==> src/rtl/pts_pkg.sv <==
// ----------------------------------------------------------------------------
// Periodic task scheduler package
// Command codes, result codes, sequencer states and the result record.
// ----------------------------------------------------------------------------
`default_nettype none

package pts_pkg;

   typedef enum logic [1:0] {
      CMD_TICK   = 2'd0,
      CMD_ADD    = 2'd1,
      CMD_REMOVE = 2'd2,
      CMD_SYNC   = 2'd3
   } cmd_type;

   typedef enum logic [1:0] {
      S_IDLE,
      S_SCAN,
      S_FINISH,
      S_FLUSH
   } state_type;

   localparam logic KIND_STATUS = 1'b0;
   localparam logic KIND_FIRE   = 1'b1;
   localparam logic STATUS_OK   = 1'b0;
   localparam logic STATUS_FAIL = 1'b1;

   localparam logic [15:0] MIN_PERIOD = 16'd1;

   typedef struct packed {
      logic        kind;
      logic        status;
      logic [3:0]  slot;
      logic [15:0] fired_key;
      logic [31:0] fire_time;
      logic [4:0]  active_count;
      logic        last;
   } rsp_type;

endpackage

`default_nettype wire

==> src/rtl/periodic_task_scheduler.sv <==
// ----------------------------------------------------------------------------
// Periodic task scheduler: every request except a tick with an unchanged time sweeps all
// MAX_TASKS slots, one per cycle while a fire is not stalled by a busy result output.
// A tick with an unchanged time retires without a sweep; no new request is taken until idle.
// Synchronous reset empties the table and zeroes the tick time at once.
// ----------------------------------------------------------------------------
`default_nettype none

module periodic_task_scheduler
   import pts_pkg::*;
#(
   parameter int MAX_TASKS = 16,
   parameter int KEY_WIDTH = 16
) (
   input  wire logic        clock,
   input  wire logic        reset,
   input  wire logic        req_valid,
   output logic             req_ready,
   input  wire logic [1:0]  req_command,
   input  wire logic [15:0] req_task_key,
   input  wire logic [15:0] req_interval,
   input  wire logic [31:0] req_now,
   output logic             rsp_valid,
   input  wire logic        rsp_ready,
   output logic             rsp_kind,
   output logic             rsp_status,
   output logic [3:0]       rsp_slot,
   output logic [15:0]      rsp_fired_key,
   output logic [31:0]      rsp_fire_time,
   output logic [4:0]       rsp_active_count,
   output logic             rsp_last
);

   localparam int IW = (MAX_TASKS > 1) ? $clog2(MAX_TASKS) : 1;
   localparam int CW = $clog2(MAX_TASKS + 1);
   localparam int KW = (KEY_WIDTH < 16) ? KEY_WIDTH : 16;
   localparam logic [IW-1:0] LAST_IDX = IW'(MAX_TASKS - 1);

   logic [KW-1:0] key_mem [MAX_TASKS];
   logic [15:0]   per_mem [MAX_TASKS];
   logic [31:0]   run_mem [MAX_TASKS];

   state_type            state_ff, state_in;
   cmd_type              op_ff, op_in;
   logic [KW-1:0]        key_ff, key_in;
   logic [15:0]          ival_ff, ival_in;
   logic [31:0]          now_ff, now_in;
   logic [31:0]          prev_tick_ff, prev_tick_in;
   logic [CW-1:0]        count_ff, count_in;
   logic [MAX_TASKS-1:0] valid_ff, valid_in;
   logic [IW-1:0]        idx_ff, idx_in;
   logic                 issue_ff, issue_in;
   logic                 rd_vld_ff, rd_vld_in;
   logic [IW-1:0]        rd_idx_ff, rd_idx_in;
   logic                 found_ff, found_in;
   logic                 free_vld_ff, free_vld_in;
   logic [IW-1:0]        free_idx_ff, free_idx_in;
   logic [IW-1:0]        hit_idx_ff, hit_idx_in;
   rsp_type              pend_ff, pend_in;
   logic                 pend_vld_ff, pend_vld_in;
   rsp_type              out_ff, out_in;
   logic                 out_vld_ff, out_vld_in;

   logic [KW-1:0] key_rd_ff;
   logic [15:0]   per_rd_ff;
   logic [31:0]   run_rd_ff;

   logic          rd_en;
   logic          tbl_we;
   logic [IW-1:0] tbl_wa;
   logic [KW-1:0] key_wd;
   logic [15:0]   per_wd;
   logic          run_we;
   logic [IW-1:0] run_wa;
   logic [31:0]   run_wd;

   logic          out_free;
   logic          key_hit;
   logic          due;
   logic          fire;
   logic          stall;
   logic [31:0]   elapsed;
   rsp_type       fail_rsp;

   assign req_ready = (state_ff == S_IDLE);
   assign out_free  = !out_vld_ff || rsp_ready;
   assign key_hit   = valid_ff[rd_idx_ff] && (key_rd_ff == key_ff);
   assign elapsed   = now_ff - run_rd_ff;
   assign due       = valid_ff[rd_idx_ff] && !elapsed[31] && (elapsed >= {16'd0, per_rd_ff});
   assign fire      = (state_ff == S_SCAN) && (op_ff == CMD_TICK) && rd_vld_ff && due;
   assign stall     = fire && pend_vld_ff && !out_free;

   assign fail_rsp = '{kind: KIND_STATUS, status: STATUS_FAIL, slot: 4'd0,
                       fired_key: 16'(key_ff), fire_time: 32'd0,
                       active_count: 5'(count_ff), last: 1'b1};

   always_comb begin
      state_in     = state_ff;
      op_in        = op_ff;
      key_in       = key_ff;
      ival_in      = ival_ff;
      now_in       = now_ff;
      prev_tick_in = prev_tick_ff;
      count_in     = count_ff;
      valid_in     = valid_ff;
      idx_in       = idx_ff;
      issue_in     = issue_ff;
      rd_vld_in    = rd_vld_ff;
      rd_idx_in    = rd_idx_ff;
      found_in     = found_ff;
      free_vld_in  = free_vld_ff;
      free_idx_in  = free_idx_ff;
      hit_idx_in   = hit_idx_ff;
      pend_in      = pend_ff;
      pend_vld_in  = pend_vld_ff;
      out_in       = out_ff;
      out_vld_in   = out_vld_ff && !rsp_ready;
      rd_en        = 1'b0;
      tbl_we       = 1'b0;
      tbl_wa       = free_idx_ff;
      key_wd       = key_ff;
      per_wd       = (ival_ff == 16'd0) ? MIN_PERIOD : ival_ff;
      run_we       = 1'b0;
      run_wa       = rd_idx_ff;
      run_wd       = now_ff;

      unique case (state_ff)
         S_IDLE: begin
            if (req_valid) begin
               op_in       = cmd_type'(req_command);
               key_in      = req_task_key[KW-1:0];
               ival_in     = req_interval;
               now_in      = req_now;
               found_in    = 1'b0;
               free_vld_in = 1'b0;
               idx_in      = '0;
               issue_in    = 1'b1;
               rd_vld_in   = 1'b0;
               if (req_command == CMD_TICK) begin
                  if (req_now != prev_tick_ff) begin
                     prev_tick_in = req_now;
                     state_in     = S_SCAN;
                  end
               end else begin
                  state_in = S_SCAN;
               end
            end
         end
         S_SCAN: begin
            if (!stall) begin
               if (issue_ff) begin
                  rd_en     = 1'b1;
                  rd_vld_in = 1'b1;
                  rd_idx_in = idx_ff;
                  idx_in    = idx_ff + 1'b1;
                  if (idx_ff == LAST_IDX) begin
                     issue_in = 1'b0;
                  end
               end else begin
                  rd_vld_in = 1'b0;
               end
               if (rd_vld_ff) begin
                  unique case (op_ff)
                     CMD_TICK: begin
                        if (due) begin
                           if (pend_vld_ff) begin
                              out_in     = pend_ff;
                              out_vld_in = 1'b1;
                           end
                           run_we      = 1'b1;
                           pend_in     = '{kind: KIND_FIRE, status: STATUS_OK,
                                           slot: 4'(rd_idx_ff),
                                           fired_key: 16'(key_rd_ff),
                                           fire_time: now_ff,
                                           active_count: 5'(count_ff),
                                           last: 1'b0};
                           pend_vld_in = 1'b1;
                        end
                     end
                     CMD_ADD: begin
                        if (key_hit) begin
                           found_in = 1'b1;
                        end
                        if (!valid_ff[rd_idx_ff] && !free_vld_ff) begin
                           free_vld_in = 1'b1;
                           free_idx_in = rd_idx_ff;
                        end
                     end
                     CMD_REMOVE: begin
                        if (key_hit) begin
                           found_in   = 1'b1;
                           hit_idx_in = rd_idx_ff;
                        end
                     end
                     CMD_SYNC: begin
                        run_we = 1'b1;
                     end
                  endcase
               end
               if (!issue_ff && !rd_vld_ff) begin
                  state_in = S_FINISH;
               end
            end
         end
         S_FINISH: begin
            state_in    = S_FLUSH;
            pend_vld_in = 1'b1;
            unique case (op_ff)
               CMD_TICK: begin
                  pend_vld_in = pend_vld_ff;
                  if (pend_vld_ff) begin
                     pend_in.last = 1'b1;
                  end else begin
                     state_in = S_IDLE;
                  end
               end
               CMD_ADD: begin
                  if ((key_ff == '0) || found_ff || !free_vld_ff) begin
                     pend_in = fail_rsp;
                  end else begin
                     tbl_we                = 1'b1;
                     run_we                = 1'b1;
                     run_wa                = free_idx_ff;
                     run_wd                = 32'd0;
                     valid_in[free_idx_ff] = 1'b1;
                     count_in              = count_ff + 1'b1;
                     pend_in               = '{kind: KIND_STATUS, status: STATUS_OK,
                                               slot: 4'(free_idx_ff),
                                               fired_key: 16'(key_ff),
                                               fire_time: 32'd0,
                                               active_count: 5'(count_in),
                                               last: 1'b1};
                  end
               end
               CMD_REMOVE: begin
                  if (found_ff) begin
                     valid_in[hit_idx_ff] = 1'b0;
                     count_in             = count_ff - 1'b1;
                     pend_in              = '{kind: KIND_STATUS, status: STATUS_OK,
                                              slot: 4'(hit_idx_ff),
                                              fired_key: 16'(key_ff),
                                              fire_time: 32'd0,
                                              active_count: 5'(count_in),
                                              last: 1'b1};
                  end else begin
                     pend_in = fail_rsp;
                  end
               end
               CMD_SYNC: begin
                  pend_in = '{kind: KIND_STATUS, status: STATUS_OK, slot: 4'd0,
                              fired_key: 16'd0, fire_time: 32'd0,
                              active_count: 5'(count_ff), last: 1'b1};
               end
            endcase
         end
         S_FLUSH: begin
            if (out_free) begin
               out_in      = pend_ff;
               out_vld_in  = 1'b1;
               pend_vld_in = 1'b0;
               state_in    = S_IDLE;
            end
         end
      endcase
   end

   always_ff @(posedge clock) begin
      if (reset) begin
         state_ff     <= S_IDLE;
         prev_tick_ff <= '0;
         count_ff     <= '0;
         valid_ff     <= '0;
         issue_ff     <= 1'b0;
         rd_vld_ff    <= 1'b0;
         found_ff     <= 1'b0;
         free_vld_ff  <= 1'b0;
         pend_vld_ff  <= 1'b0;
         out_vld_ff   <= 1'b0;
      end else begin
         state_ff     <= state_in;
         prev_tick_ff <= prev_tick_in;
         count_ff     <= count_in;
         valid_ff     <= valid_in;
         issue_ff     <= issue_in;
         rd_vld_ff    <= rd_vld_in;
         found_ff     <= found_in;
         free_vld_ff  <= free_vld_in;
         pend_vld_ff  <= pend_vld_in;
         out_vld_ff   <= out_vld_in;
      end
   end

   always_ff @(posedge clock) begin
      op_ff       <= op_in;
      key_ff      <= key_in;
      ival_ff     <= ival_in;
      now_ff      <= now_in;
      idx_ff      <= idx_in;
      rd_idx_ff   <= rd_idx_in;
      free_idx_ff <= free_idx_in;
      hit_idx_ff  <= hit_idx_in;
      pend_ff     <= pend_in;
      out_ff      <= out_in;
   end

   always_ff @(posedge clock) begin
      if (tbl_we) begin
         key_mem[tbl_wa] <= key_wd;
         per_mem[tbl_wa] <= per_wd;
      end
      if (run_we) begin
         run_mem[run_wa] <= run_wd;
      end
      if (rd_en) begin
         key_rd_ff <= key_mem[idx_ff];
         per_rd_ff <= per_mem[idx_ff];
         run_rd_ff <= run_mem[idx_ff];
      end
   end

   assign rsp_valid        = out_vld_ff;
   assign rsp_kind         = out_ff.kind;
   assign rsp_status       = out_ff.status;
   assign rsp_slot         = out_ff.slot;
   assign rsp_fired_key    = out_ff.fired_key;
   assign rsp_fire_time    = out_ff.fire_time;
   assign rsp_active_count = out_ff.active_count;
   assign rsp_last         = out_ff.last;

endmodule

`default_nettype wire

==> config.mk <==
export PLATFORM = sky130hd
export DESIGN_NAME = periodic_task_scheduler
export DESIGN_NICKNAME = d
export VERILOG_FILES = /design/src/rtl/pts_pkg.sv /design/src/rtl/periodic_task_scheduler.sv
export SDC_FILE = /design/constraint.sdc
export NUM_CORES = 2
export LEC_CHECK = 0
export BUFFER_PORTS_ARGS = -buffer_cell sky130_fd_sc_hd__buf_2
export CAP_MARGIN = 20
export CORE_MARGIN = 1.5
export CORE_UTILIZATION = 55
export CTS_BUF_LIST = sky130_fd_sc_hd__clkbuf_4
export DETAILED_ROUTE_END_ITERATION = 10
export PLACE_DENSITY_LB_ADDON = 0.12
export SYNTH_ARGS = -nofsm -noshare
export SYNTH_HDL_FRONTEND = slang
export SYNTH_SLANG_ARGS = --single-unit
==> constraint.sdc <==
create_clock -name clock -period 16.3 [get_ports clock]
set_input_delay 1.63 -clock clock [delete_from_list [all_inputs] [get_ports clock]]
set_output_delay 1.63 -clock clock [all_outputs]
set_load 0.1 [all_outputs]
After elaboration in Yosys (flattened, before gate mapping)
Memory sizes are Yosys's and may differ from the RTL's. A register that Yosys moved wholly into a read port is not among the register bits.
Index checks and enable logic that the tools add are counted.

storage, ports and cells
  flip-flop bits (word level) = 263
  latch bits = 0
  bits in writable memories = 1,024
  bits in read-only memories = 0
  input port bits = 70
  word-level logic and storage cells = 223
  memories kept = 3

cells by class
  $add $sub $neg = 4
  multipliers = 0
  div/mod/pow operators = 0
  $lt $le $gt $ge = 6
  equality and inequality tests = 28
  shifts and indexed selects = 0
  mux-type cells = 96
  bitwise logic cells = 4
  reductions and logical operators = 50

memory list
  name     depth  width  rd ports  clocked after Yosys merged registers in  write ports  line                           RTL
  run_mem  16     32     1         1                                        1            periodic_task_scheduler.sv:41  logic [31:0] run_mem [MAX_TASKS];
  key_mem  16     16     1         1                                        1            periodic_task_scheduler.sv:39  logic [KW-1:0] key_mem [MAX_TASKS];
  per_mem  16     16     1         1                                        1            periodic_task_scheduler.sv:40  logic [15:0] per_mem [MAX_TASKS];

operators with widths
  kind                count
  $mux 60             10
  $pmux 60 s2         2
  $pmux 59 s3         1
  $mux 59             2
  $mux 32             3
  $mux 16             3
  $mux 1              43
  $ge 32x16->1        1
  $logic_not 16->1    2
  $ne 32x32->1        1
  $pmux 16 s2         1
  $sub 32x32->32      1
  $mux 4              6
  $ne 2x2->1 const B  12
  $reduce_and 6->1    4
  $and 16x16->16      1
  $eq 16x16->1        1
  $mux 2              8
  $not 16->16         1
  $or 16x16->16       1
  $lt 4x5->1 const B  3
  $reduce_and 5->1    3
  $pmux 1 s2          7
  $reduce_and 7->1    2
  other kinds (30)    69

Depth between registers and ports, before layout
  depth after elaboration = 11
  depth in mapped cells = 25
  depth with buffers taken out = 24

Worst setup path before layout
OpenSTA, ideal clock, no wires.

  path type = register to register
  start = register now_ff[4]
  end = register key_rd_ff[0], read port of key_mem, enable pin
  library setup time = 0.494 ns
  arrival time = 6.714 ns
  slack = 9.091 ns
  cell stages (with the launch flop) = 21
  clock period less this slack = 7.209 ns
  cell sequence = edfxtp_1 -> ha_1 -> a21o_1 -> a21o_1 -> or2_2 -> and2_1 -> o21ai_0 -> nand2b_1 -> a41o_1 -> a21oi_1 -> xnor2_1 -> ha_1 -> and4_1 -> nand2_1 -> and4_1 -> o211ai_1 -> nor3_1 -> o2111ai_1 -> o41ai_1 -> nor2_1 -> nor2_1

on the way
  word-level cells in the longest chain between the ends = 9
  elaborated cells between the ends (all ways) = 10
  those cells by class = add/sub: 1; order compare: 1; mux: 2; reduce/logical: 6

RTL lines
  element                                                               line                            RTL
  start, declared                                                       periodic_task_scheduler.sv:47   logic [31:0] now_ff, now_in;
  start signal, assigned                                                periodic_task_scheduler.sv:297  now_ff <= now_in;
  $sub 32x32->32 *                                                      periodic_task_scheduler.sv:88   assign elapsed = now_ff - run_rd_ff;
  parallel branches: the longest is 2 deep, another holds $ge 32x16->1  --
  $logic_and 1x1->1 *                                                   periodic_task_scheduler.sv:89   assign due = valid_ff[rd_idx_ff] && !elapsed[31] && (elapsed >= {16'd0, per_rd_ff});
  $logic_and 1x1->1 *                                                   periodic_task_scheduler.sv:90   assign fire = (state_ff == S_SCAN) && (op_ff == CMD_TICK) && rd_vld_ff && due;
  $logic_and 1x1->1 * (2 in a row)                                      periodic_task_scheduler.sv:91   assign stall = fire && pend_vld_ff && !out_free;
  $mux 1 *                                                              periodic_task_scheduler.sv:150  if (!stall) begin
  $mux 1 *                                                              periodic_task_scheduler.sv:127  unique case (state_ff)
  via rd_en                                                             periodic_task_scheduler.sv:68   logic rd_en;
  end, declared                                                         periodic_task_scheduler.sv:64   logic [KW-1:0] key_rd_ff;

Mark *: on every way through the listed nets, which the timed path passes.
A chain may end at the register's enable or synchronous reset.

Final worst setup path
  start = register now_ff[4]
  end = memory run_mem[10][11], enable pin

on the way
  word-level cells in the longest chain between the ends = 11
  elaborated cells between the ends (all ways) = 15
  those cells by class = add/sub: 1; order compare: 1; mux: 7; reduce/logical: 6

RTL lines
  element                                                               line                                                           RTL
  $sub 32x32->32 *                                                      periodic_task_scheduler.sv:88
  parallel branches: the longest is 2 deep, another holds $ge 32x16->1  --
  $logic_and 1x1->1 *                                                   periodic_task_scheduler.sv:89
  $mux 1 or $logic_and 1x1->1 (tied branches)                           periodic_task_scheduler.sv:165, periodic_task_scheduler.sv:90
  $pmux 1 s2 or $logic_and 1x1->1 (tied branches)                       periodic_task_scheduler.sv:163, periodic_task_scheduler.sv:91
  $mux 1 or $logic_and 1x1->1 (tied branches)                           periodic_task_scheduler.sv:162, periodic_task_scheduler.sv:91
  $mux 1 *                                                              periodic_task_scheduler.sv:150
  $pmux 1 s2 *                                                          periodic_task_scheduler.sv:127
  $mux 1 *                                                              periodic_task_scheduler.sv:311                                 if (run_we) begin
  $mux 1 (implied by the code) *                                        periodic_task_scheduler.sv:312                                 run_mem[run_wa] <= run_wd;
  end, declared                                                         periodic_task_scheduler.sv:41

Mark *: on every way between the ends.

==> qor.txt <==
Cell Pwr Density: 166 mW/mm2
clock-pin slew on the worst setup and hold paths: 0.07 ns
FMAX: 0.156 GHz
Reg2Reg Depth: 22
Rel. slew slack: 21.5%
Startpoint Class: flop
Crit path max-delay family: compound AO/OA/AOI/OAI gates
Worst Hold Class: reg2reg
critical path buffer and inverter count: 1
first-pass GRT wire length: 201 mm
min Tclk post-route: 6.42 ns
CP cell instances: ha_1 -> a21o_1 -> a21o_1 -> or2_2 -> and2_1 -> o21ai_0 -> nand2b_1 -> a41o_1 -> a21oi_1 -> xnor2_1 -> ha_1 -> and4_1 -> nand2_1 -> and4_1 -> o211ai_1 -> nor3_1 -> o2111ai_1 -> o41a_1 -> mux2i_1 -> o31a_4 -> nor3b_2 -> buf_4
Placeable Area: 0.0971 mm2
DRC: 0
Net Count, Synth: 3,301
Final Hold Viols: 0
critical path depth: 22
Req. time, crit path: 17.10 ns
setup TNS: 0 ns
WL/cell: 27.3 um
DRT Pass-1 Iters: 6
Num CTS Buffers: 349
post-route ant nets: 0
post-synthesis sequential area ratio: 73.9%
crit path launch: now_ff[4]$_DFFE_PP_
RSZ-0062 raised after global routing: no
Pins Over Slew Limit: 0
final setup fails: 0
Placer Congestion: 0.936
mapped cell area: 0.0541 mm2
Synth top area share: 71.6%
critical path class: reg2reg
# rows: 114
Worst Path Max Fanout: 22
R2R Path Start: now_ff[4]$_DFFE_PP_
Horiz. Die Dim: 317 um
Netlist cell types: 72
Setup Buffers After CTS: 0
Post-CTS Hold Buffers: 0
largest net degree at the start of global routing: 136
Synthesis Warnings: 0
CTS tree: done
num ports: 132
clock sink count: 1,351
cell taking the most area after synthesis: edfxtp_1
VDD IR-drop max: 0.0951 mV
Worst-Margin Slew: 1.18 ns
clk_lat worst skew: 1.21 ns
post-cts resize count: 0
Die ar.: 0.100 mm2
H-tree depth: 5
post-synthesis async set-or-reset flop share: 0%
Post-synth EDFFs: 1,290
Root Driver: clkbuf_4
Hold Slack: 0.364 ns
Post-Route WL: 138 mm
Via density: 6.15
crit-path max cell delay: 0.80 ns
worst path arrival time: 7.22 ns
clk buf depth: 4
r2r endpoint: run_mem[10][11]$_DFFE_PP_
Final nets: 3,680
DRT iter0 DRCs: 3,560
vias in the first global route: 30,900
Lkg Pwr: 20.9 nW
Worst Clk Skew: 0.105 ns
Synth-to-Final Area Change: 12.3%
DR vias: 31,100
fin crit share: 39.4%
DP HPWL: 85.1 mm
layout cells sized above 1: 25.7%
critical path endpoint: run_mem[10][11]$_DFFE_PP_
flop-to-flop setup slack: 9.88 ns
Synth Register Bits: 1,351
Critical Path Slowest Stage Cell: nor3b_2
initial antenna violation count: 3
Synth Flop Type: edfxtp_1
Die H: 317 um
crit end category: flop
mean post-synth cell area: 17.1 um2
Port Buf Inserts: 131
Total GRT Usage: 27.9%
Syn Inst Count: 3,172
number of max-cap violations: 0
status: finished, final reports clean
Initial Util: 55.7%
Synth area leaders: edfxtp_1 (72%), mux4_2 (5.5%), mux2i_1 (4.2%)
gr ovfl total: 0
Yosys cell counts, drive strengths merged (11+ instances only):
library cell	count
mux4	133
clkbuf	132
nand2	130
nor2	130
dfxtp	61
o21ai	171
mux2	65
a21o	11
edfxtp	1290
buf	37
nor2b	38
and2	41
a221oi	72
inv	73
nand3	21
nand4	18
nor4	15
xnor2	63
a22o	17
a22oi	65
mux2i	229
a21oi	131
nor3	36
ha	58
layout make-up:
| type | count | area, um2 |
|---|---|---|
| timing repair buffer | 197 | 1190 |
| inverter | 74 | 279 |
| fill | 7148 | 36400 |
| clock inverter | 75 | 483 |
| multi-input combinational | 1578 | 13500 |
| clock buffer | 504 | 3780 |
| sequential | 1351 | 40000 |
| antenna | 6 | 15.0 |
| tap | 1276 | 1600 |
worst min path at each step:
stage                                    from                            end  depth (start not counted)
floorplan                pend_ff[1]$_DFFE_PP_  rsp_active_count[0]$_DFFE_PP_                          0
global placement    pend_ff[59]$_SDFFCE_PN1P_             rsp_kind$_DFFE_PP_                          0
detailed placement      pend_ff[38]$_DFFE_PP_     rsp_fired_key[0]$_DFFE_PP_                          0
CTS                 pend_ff[12]$_SDFFCE_PP0P_     rsp_fire_time[6]$_DFFE_PP_                          0
global route        pend_ff[12]$_SDFFCE_PP0P_     rsp_fire_time[6]$_DFFE_PP_                          0
finish              pend_ff[12]$_SDFFCE_PP0P_     rsp_fire_time[6]$_DFFE_PP_                          0
through the flow:
stage	power [W]	setup WS, ns	cells	instance area [um2]	util [%]
global placement	0.00728	9.88	4472	56400	58.1
floorplan	0.00630	9.09	3172	54100	-
detailed placement	0.00732	9.82	4473	56400	58.1
CTS	0.0101	9.74	5052	60700	62.5
global route	0.0105	9.38	5061	60800	62.5
finish	0.0101	9.88	5061	60800	62.5
cells in the final DEF, fill, tap and decap left out, types with 40 or more instances in the layout:
cell type and instances:
and2_1 40, o21ai_0 165, a221oi_1 72, a21oi_1 129
xnor2_1 63, nor2_1 109, clkbuf_4 504, edfxtp_1 1290
mux2i_1 229, nand2_1 128, a22oi_1 65, mux4_2 133
inv_1 72, dfxtp_1 61, buf_4 61, ha_1 58
buf_2 131, mux2_2 65, clkinv_1 54
sequential cells by signal, indices dropped and copies added, names as in the netlist, 32 cells and up:
signal / count
run_mem: 512
run_rd_ff: 32
rsp_fire_time: 32
pend_ff: 60
key_mem: 256
now_ff: 32
prev_tick_ff: 32
per_mem: 256
power by group:
| group | internal (W) | switching (W) | total [W] |
|---|---|---|---|
| Clock | 0.00152 | 0.00129 | 0.00281 |
| Sequential | 0.00426 | 0.000152 | 0.00441 |
| Combinational | 0.000939 | 0.00193 | 0.00287 |
cell families (layout without fill, tap and decap cells):
group           after synthesis  count (layout)  synth area share (%)
fa+ha+maj                    59              59                  1.38
xor+xnor                     72              72                  1.17
mux                         427             427                  11.1
buf+inv                     243             850                  1.74
flops                      1351            1351                  73.9
simple gates                471             471                  4.15
other cells                   0               6                     0
compound gates              549             549                  6.59
layer usage:
layer  vias up  share of wire (%)  GRT usage, %
li1      13500                  -             -
met1     15700                 44          42.6
met2      1692                 44          40.1
met3       199                9.8          6.64
met4         2                2.2          8.40
met5         -             0.0094             0
Power figures use the tool's default switching activity.
